### config.mk
export PLATFORM = sky130hd
export DESIGN_NAME = bitmap_page_allocator_unit
export DESIGN_NICKNAME = d
export VERILOG_FILES = /design/src/hw/rtl/bpa_pkg.sv /design/src/hw/rtl/bitmap_page_allocator_unit.sv
export VERILOG_INCLUDE_DIRS = /design/src /design/src/hw/rtl
export SDC_FILE = /design/constraint.sdc
export NUM_CORES = 1
export LEC_CHECK = 0
export ABC_CLOCK_PERIOD_IN_PS = 3730
export BUFFER_PORTS_ARGS = -buffer_cell sky130_fd_sc_hd__buf_4
export CORE_ASPECT_RATIO = 1.25
export CORE_MARGIN = 5
export CORE_UTILIZATION = 55
export CTS_CLUSTER_SIZE = 28
export DETAILED_ROUTE_END_ITERATION = 16
export PLACE_DENSITY_LB_ADDON = 0.1
export SETUP_SLACK_MARGIN = 0.5
export SLEW_MARGIN = 20
export SYNTH_ARGS = -nofsm -noshare
export SYNTH_HDL_FRONTEND = slang
export SYNTH_SLANG_ARGS = --single-unit
### constraint.sdc
create_clock -name clk -period 3.73 [get_ports clk]
set_input_delay 0.746 -clock clk [delete_from_list [all_inputs] [get_ports clk]]
set_output_delay 0.746 -clock clk [all_outputs]
set_load 0.005 [all_outputs]
### src/hw/rtl/assert_macros.svh
// Assertion macros shared by the RTL of the page allocator.
// Included by the modules that carry concurrent checks; needs no package.
`ifndef ASSERT_MACROS_SVH
`define ASSERT_MACROS_SVH

// Check a property on every rising edge, muted while reset is high.
`define BPA_ASSERT(lbl, clk_sig, rst_sig, prop) \
  lbl: assert property (@(posedge clk_sig) disable iff (rst_sig) (prop)) \
    else $error("page allocator check failed");

// Check a property on every rising edge, reset included.
`define BPA_ASSERT_ALWAYS(lbl, clk_sig, prop) \
  lbl: assert property (@(posedge clk_sig) (prop)) \
    else $error("page allocator check failed");

`endif

### src/hw/rtl/bpa_pkg.sv
// Types, constants and the free-page search of the bitmap page allocator.
// Used by bitmap_page_allocator_unit; depends on nothing else.
package bpa_pkg;

  localparam int TotalPages    = 48;
  localparam int ReservedPages = 3;
  localparam int PageW         = 6;
  localparam int PageShift     = 8;
  localparam int AddrW         = 16;
  localparam int SizeW         = 16;

  localparam logic [SizeW-1:0] MaxRequest = 16'h00FF;
  localparam logic [AddrW-1:0] LoAddr     = AddrW'(ReservedPages * 256);
  localparam logic [AddrW-1:0] HiAddr     = AddrW'(TotalPages * 256);

  localparam logic [TotalPages-1:0] ReservedMask =
    TotalPages'((64'd1 << ReservedPages) - 64'd1);
  localparam logic [PageW-1:0] FirstPage     = PageW'(ReservedPages);
  localparam logic             ExhaustedInit = (ReservedPages >= TotalPages);

  typedef enum logic [0:0] {
    ACT_ALLOC = 1'b0,
    ACT_FREE  = 1'b1
  } action_t;

  typedef enum logic [1:0] {
    ST_OK            = 2'd0,
    ST_OUT_OF_MEMORY = 2'd1,
    ST_TOO_LARGE     = 2'd2,
    ST_FREE_IGNORED  = 2'd3
  } status_t;

  typedef struct packed {
    logic             found;
    logic [PageW-1:0] page;
  } search_t;

  // Lowest clear bit at or above the first unreserved page.
  function automatic search_t find_free(input logic [TotalPages-1:0] map);
    search_t res;
    res.found = 1'b0;
    res.page  = '0;
    for (int p = TotalPages - 1; p >= ReservedPages; p--) begin
      if (!map[p]) begin
        res.found = 1'b1;
        res.page  = PageW'(p);
      end
    end
    return res;
  endfunction

endpackage

### src/hw/rtl/bitmap_page_allocator_unit.sv
// Bitmap page allocator: input register, allocate/free logic, result register.
// Depends on bpa_pkg and assert_macros.svh.
//
// Hands out 256-byte pages of a 48-page space, lowest free page first; pages 0 to 2 stay
// reserved. Each accepted word (allocate or free) yields exactly one result word. The word
// is held in the input register, where the bitmap update and the 48-bit find-first-free
// search run, and its result is then held in the result register. The result is offered
// once the word has passed through both registers. A word may be accepted every cycle while
// the output side takes results; stalls on the output side back up through the two registers.
`include "assert_macros.svh"

module bitmap_page_allocator_unit (
  input  logic                      clk,
  input  logic                      rst,
  input  logic                      in_valid,
  output logic                      in_ready,
  input  logic                      action,
  input  logic [bpa_pkg::SizeW-1:0] request_size,
  input  logic [bpa_pkg::AddrW-1:0] release_address,
  output logic                      out_valid,
  input  logic                      out_ready,
  output logic [bpa_pkg::AddrW-1:0] page_address,
  output logic [1:0]                status
);

  // input register
  logic                      s1_valid;
  logic                      s1_action;
  logic [bpa_pkg::SizeW-1:0] s1_size;
  logic [bpa_pkg::AddrW-1:0] s1_addr;

  // allocator state
  logic [bpa_pkg::TotalPages-1:0] used_map, used_map_next;
  logic [bpa_pkg::PageW-1:0]      next_free_page, next_free_page_next;
  logic                           exhausted, exhausted_next;

  logic [bpa_pkg::AddrW-1:0] page_address_next;
  bpa_pkg::status_t          status_next;
  bpa_pkg::search_t          search;
  logic [bpa_pkg::PageW-1:0] rel_page;
  logic                      advance;

  assign advance  = s1_valid && (!out_valid || out_ready);
  assign in_ready = !s1_valid || advance;
  assign rel_page = s1_addr[bpa_pkg::PageShift +: bpa_pkg::PageW];

  always_ff @(posedge clk) begin
    if (rst) begin
      s1_valid <= 1'b0;
    end else if (in_ready) begin
      s1_valid <= in_valid;
    end
    if (in_ready && in_valid) begin
      s1_action <= action;
      s1_size   <= request_size;
      s1_addr   <= release_address;
    end
  end

  always_comb begin
    used_map_next       = used_map;
    next_free_page_next = next_free_page;
    exhausted_next      = exhausted;
    page_address_next   = '0;
    status_next         = bpa_pkg::ST_OK;
    search              = bpa_pkg::find_free(used_map | (bpa_pkg::TotalPages'(1) << next_free_page));
    if (bpa_pkg::action_t'(s1_action) == bpa_pkg::ACT_ALLOC) begin
      if (exhausted) begin
        status_next = bpa_pkg::ST_OUT_OF_MEMORY;
      end else if (s1_size > bpa_pkg::MaxRequest) begin
        status_next = bpa_pkg::ST_TOO_LARGE;
      end else begin
        page_address_next = bpa_pkg::AddrW'({next_free_page, bpa_pkg::PageShift'(0)});
        used_map_next     = used_map | (bpa_pkg::TotalPages'(1) << next_free_page);
        if (search.found) begin
          next_free_page_next = search.page;
        end else begin
          exhausted_next = 1'b1;
        end
      end
    end else begin
      if (s1_addr < bpa_pkg::LoAddr || s1_addr >= bpa_pkg::HiAddr) begin
        status_next = bpa_pkg::ST_FREE_IGNORED;
      end else begin
        used_map_next = used_map & ~(bpa_pkg::TotalPages'(1) << rel_page);
        // a freed page below the pointer, or any page once full, becomes the next one
        if (exhausted || rel_page < next_free_page) begin
          next_free_page_next = rel_page;
          exhausted_next      = 1'b0;
        end
      end
    end
  end

  always_ff @(posedge clk) begin
    if (rst) begin
      used_map       <= bpa_pkg::ReservedMask;
      next_free_page <= bpa_pkg::FirstPage;
      exhausted      <= bpa_pkg::ExhaustedInit;
      out_valid      <= 1'b0;
    end else begin
      if (advance) begin
        used_map       <= used_map_next;
        next_free_page <= next_free_page_next;
        exhausted      <= exhausted_next;
        out_valid      <= 1'b1;
      end else if (out_ready) begin
        out_valid <= 1'b0;
      end
    end
    if (advance) begin
      page_address <= page_address_next;
      status       <= status_next;
    end
  end

  `BPA_ASSERT(a_reserved_held, clk, rst, (used_map & bpa_pkg::ReservedMask) == bpa_pkg::ReservedMask)
  `BPA_ASSERT(a_next_is_free, clk, rst, !exhausted |-> !used_map[next_free_page])
  `BPA_ASSERT(a_full_when_exhausted, clk, rst, exhausted |-> (&used_map))
  `BPA_ASSERT(a_next_above_reserved, clk, rst, next_free_page >= bpa_pkg::FirstPage)

endmodule

-- Word level (Yosys, flattened, before mapping)
Index checks and enable logic that the tools add are counted.
- register bits: 108
- latch bits: 0
- memory bits (writable): 0
- bits in read-only memories: 0
- input bits: 37
- logic and storage cells: 106
- memories kept: 0
- add/subtract/negate cells: 0
- $mul: 0
- divide/modulo/power cells: 0
- $lt $le $gt $ge: 4
- equal/unequal tests: 4
- shift-type cells: 2
- muxes and demuxes: 67
- bitwise gates (word level): 3
- reduce and logical (&&, ||, !) cells: 15
- operator list (operator ; count):
    $mux 7 ; 45
    $mux 48 ; 4
    $shl 1x6->48 const A ; 2
    $and 48x48->48 ; 1
    $not 48->48 ; 1
    $or 48x48->48 ; 1
    $mux 6 ; 6
    $ge 16x14->1 const B ; 1
    $gt 16x8->1 const B ; 1
    $lt 16x10->1 const B ; 1
    $mux 1 ; 8
    $mux 2 ; 4
    $lt 6x6->1 ; 1
    $ne 2x2->1 const B ; 3
    $reduce_and 6->1 ; 1
    $logic_or 1x1->1 ; 4
    $reduce_and 4->1 ; 1
    $reduce_bool 2->1 ; 2
    $reduce_and 3->1 ; 1
    $reduce_or 3->1 ; 1
    $logic_and 1x1->1 ; 2
    $logic_not 1->1 ; 2
    $ne 2x1->1 const B ; 1
    $reduce_or 2->1 ; 1

-- Logic depth before layout (Yosys ltp)
- depth after elaboration: 51
- gate-level depth with buffers: 12

-- Least setup slack after synthesis
OpenSTA, ideal clock, no wires.
- kind: reg2reg
- from: register s1_addr[12] (netlist name)
- to: register used_map[24] (netlist name)
- setup time: 128 ps
- arrival: 2299 ps
- required time: 3602 ps
- slack: 1304 ps
- cell stages (with the launch flop): 11
- path buffers: 2
- clock period less this slack: 2426 ps
- cell sequence: edfxtp_1 clkbuf_1 a211o_1 a31oi_1 nand2_1 nor4_1 and2_1 buf_2 nand3_1 a22oi_1 nor2_1
- cells in the longest elaborated chain, start to end: 5
- RTL lines (element ; RTL line ; source):
    start, declared ; bitmap_page_allocator_unit.sv:30 ; logic [bpa_pkg::AddrW-1:0] s1_addr;
    start signal, assigned ; bitmap_page_allocator_unit.sv:56 ; s1_addr <= release_address;
    branches (longest 5 deep; another with $lt 16x10->1) ; n/a ;
    end signal, assigned ; bitmap_page_allocator_unit.sv:97 ; used_map <= bpa_pkg::ReservedMask;
    end signal, assigned ; bitmap_page_allocator_unit.sv:103 ; used_map <= used_map_next;
    end, declared ; bitmap_page_allocator_unit.sv:33 ; logic [bpa_pkg::TotalPages-1:0] used_map, used_map_next;
Parallel ways; which one is timed is not known. The select of a mux whose other input is x is not followed.
A chain may end at the register's enable or synchronous reset.

-- Final worst setup path
- from: register next_free_page[4] (netlist name)
- to: register next_free_page[3] (netlist name)
- cells in the longest elaborated chain, start to end: 51
- RTL lines (element ; RTL line ; source):
    start, declared ; bitmap_page_allocator_unit.sv:34 ; logic [bpa_pkg::PageW-1:0] next_free_page, next_free_page_next;
    start signal, assigned ; bitmap_page_allocator_unit.sv:98 ; next_free_page <= bpa_pkg::FirstPage;
    start signal, assigned ; bitmap_page_allocator_unit.sv:104 ; next_free_page <= next_free_page_next;
    $shl 1x6->48 ; bitmap_page_allocator_unit.sv:66 ; search = bpa_pkg::find_free(used_map | (bpa_pkg::TotalPages'(1) << next_free_page));
    $or 48x48->48 ; bitmap_page_allocator_unit.sv:66 ;
    $mux 7 (45 in series) ; bpa_pkg.sv:44 ; if (!map[p]) begin
    $mux 6 ; bitmap_page_allocator_unit.sv:75 ; if (search.found) begin
    $mux 6 ; bitmap_page_allocator_unit.sv:70 ; end else if (s1_size > bpa_pkg::MaxRequest) begin
    $mux 6 ; bitmap_page_allocator_unit.sv:68 ; if (exhausted) begin
    $mux 6 ; bitmap_page_allocator_unit.sv:67 ; if (bpa_pkg::action_t'(s1_action) == bpa_pkg::ACT_ALLOC) begin
Several ways; a longest one is shown, not always the timed one. The select of a mux whose other input is x is not followed.

==> out/metrics.cfg <==
[timing]
fin_tns_setup_ps = 0
relSlewSlack_pct = 33.6
slew_violations = 0
post-route-min-period_ps = 3040
fin_ws_ps = 687
finalHoldViolCount = 0
period_share_pct = 81.6
skew_ps = 7.01
rsz0062_at_grt = false
tightest_slew_ps = 994
setup_viol = 0
max_freq_mhz = 329

[outcome]
outcome = completed

[floorplanning]
ioPinCount = 57
rows = 39
die_w_um = 95.4
die_h_um = 117
dieArea_um2 = 11100
initial_core_util_pct = 55.5
core_area_um2 = 9030

[setup_path]
crit_path_max_incr_delay_ps = 820
worstPathRequired_ps = 3920
critical_path.most_common_cell = o21ai_0
start_kind = flop
crit_family = compound AO/OA/AOI/OAI gates
critPathKind = flop to flop
r2r-start = next_free_page[4]
r2r_end = next_free_page[3]
crit_start = next_free_page[4]
path_cells = and4b_1, o21ai_0, a22oi_1, and3_1, o31a_1, o21ai_0, a221oi_2, a211oi_1
crit_buf_inv = 0
arrival_ps = 3230
cp.depth = 8
crit_path_end_kind = flop
critPathCapture = next_free_page[3]
ff2ff_setup_slack_ps = 690
crit_fanout = 16
worst_r2r_path_depth = 8
slowest_stage = dfxtp_1

[route]
post-route-drc-count = 0
vias = 4957
wirelength_mm = 15.3
viasPerCell = 6.65
postRouteAntennaNets = 0
wl_per_cell_um = 20.6
drtPass1Iterations = 6
drtIter0Drc = 504

[min_path]
hp-class = flop to flop

[placed_design]
dp.final_hpwl_mm = 10.6
dp_slack_ps = 632
place.gp.congestion = 0.962
port_buffers = 30

[logic_synthesis]
yosys_warnings = 0
yosysTopAreaCell = dfxtp_1
yosysMostFrequentCell = a21oi_1
ys_dominant_reg_cell = dfxtp_1
synth_edf_count = 25
avgSynthCellArea_um2 = 8.33
postSynthCellCount = 602
netlist.area_leader.share_pct = 21.6
synth_cell_types = 68
async_flop_share_pct = 0
ys_ff_latch = 79
synth.area.top_cells = dfxtp_1 22%, edfxtp_1 15%, a21oi_1 6.9%, nand2_1 3.8%, nor2_1 3.8%
syn_area_um2 = 5010
synth_common_cells = 69 x a21oi_1, 54 x dfxtp_1, 51 x nand2_1, 51 x nor2_1, 31 x o21ai_0
synth-seq-area-share_pct = 36.5

[final_layout]
diodes = 0
area_delta_synth_final_pct = 11.9
multi_input_area_um2 = 2880
drive_gt1_share_pct = 14.5
n_fill_cell = 816
fin_nets = 659
finish.utilization_pct = 62.1
final-seq-area_um2 = 1840

[clocking]
cts-hold-fix-buffers = 0
cts_tree = yes
cts_made_buffers = 9
post_cts_buffers = 0
ctsHtreeMaxLevel = 3
cts_root_buffer = clkbuf_16
numClockSinks = 79
clkTransAtPathRegs_ps = 60
ctsLongestPathBuffers = 2
clk_latency_ps = 340

[power_and_ir_drop]
peakVddDrop_v = 0.000295
power_density_nw_per_um2 = 351
power_mw = 1.97
p_leak_nw = 1.96

[flow_run]
max_cap_viol_count = 0

[grt]
grtUsageTotal_pct = 29.0
grt_pass1_vias = 4741
grt_pass1_wl_mm = 24.6
grt_max_degree = 56
antenna_found_initial = 0
grt-ovfl-total = 0

[flip-flops by register name, indices dropped and copies added, names as in the netlist]
name,count
exhausted,1
next_free_page,6
out_valid,1
page_address,6
s1_action,1
s1_addr,8
s1_size,8
s1_valid,1
status,2
used_map,45
[through the flow]
step	cells	hold WS, ps	area [um2]
2_1_floorplan	611	456	5050
3_3_place_gp	729	470	5290
3_5_place_dp	729	489	5290
4_1_cts	745	499	5610
5_1_grt	745	537	5610
6_report	745	496	5610
[worst min-delay path by stage]
stage,endpoint,cells past startpoint,startpoint
finish,used_map[6],2,used_map[6]
global route,used_map[31],2,used_map[31]
CTS,used_map[6],2,used_map[6]
detailed placement,used_map[12],2,used_map[12]
global placement,used_map[6],2,used_map[6]
floorplan,used_map[6],2,used_map[6]
[worst reg2reg max path, delay by kind of cell, from the launching register on]
kind | cells | cell delay, ps
flip-flops | 1 | 820
AND/OR/NAND/NOR | 2 | 860
AO/OA/AOI/OAI | 6 | 1220
[timing repair]
action / 4_1_cts / 5_1_grt
endpoints found under the setup margin: 0 / 7
resized for setup: 0 / 3
hold endpoints to repair: 0 / 0
[cell families (layout without fill, tap and decap cells)]
| group | count (synthesis) | in the layout | synth area share [%] |
|---|---|---|---|
| simple gates | 230 | 230 | 26.2 |
| compound gates | 217 | 217 | 29.0 |
| flops | 79 | 79 | 36.5 |
| buf+inv | 69 | 80 | 6.69 |
| fa+ha+maj | 5 | 5 | 1.25 |
| other cells | 1 | 10 | 0.0748 |
| mux | 1 | 1 | 0.200 |
[cell type report]
| type | count | share of cell area (%) |
|---|---|---|
| clock buffer | 12 | 4.39 |
| clock inverter | 4 | 1.25 |
| inverter | 15 | 1.00 |
| multi-input combinational | 463 | 51.3 |
| sequential | 79 | 32.7 |
| tap | 123 | 2.74 |
| timing repair buffer | 49 | 6.56 |
[metal layers]
| metal | vias up | global-route usage (%) | wire length [um] |
|---|---|---|---|
| met5 | - | 0 | 0 |
| met4 | 0 | 15.7 | 693 |
| met3 | 55 | 3.93 | 1030 |
| met2 | 233 | 48.3 | 7610 |
| met1 | 2390 | 36.1 | 5980 |
| li1 | 2279 | - | - |
[where the power goes]
group	leakage [nW]	total (mW)	internal, mW	switching [mW]
Sequential	0.677	0.927	0.906	0.0213
Clock	0.157	0.933	0.602	0.331
Combinational	1.12	0.111	0.0410	0.0698
[placed cells by master (no fill, tap or decap), types with 15 or more instances in the layout]
cell type	n
nand3_1	24
nand2_1	51
o21ai_0	31
a21o_1	16
a21oi_1	69
edfxtp_1	25
buf_4	49
a211oi_1	21
a22oi_1	17
nor2_1	51
dfxtp_1	51
inv_1	15
and2_1	15
No activity file was read; power rests on OpenSTA's default activity.
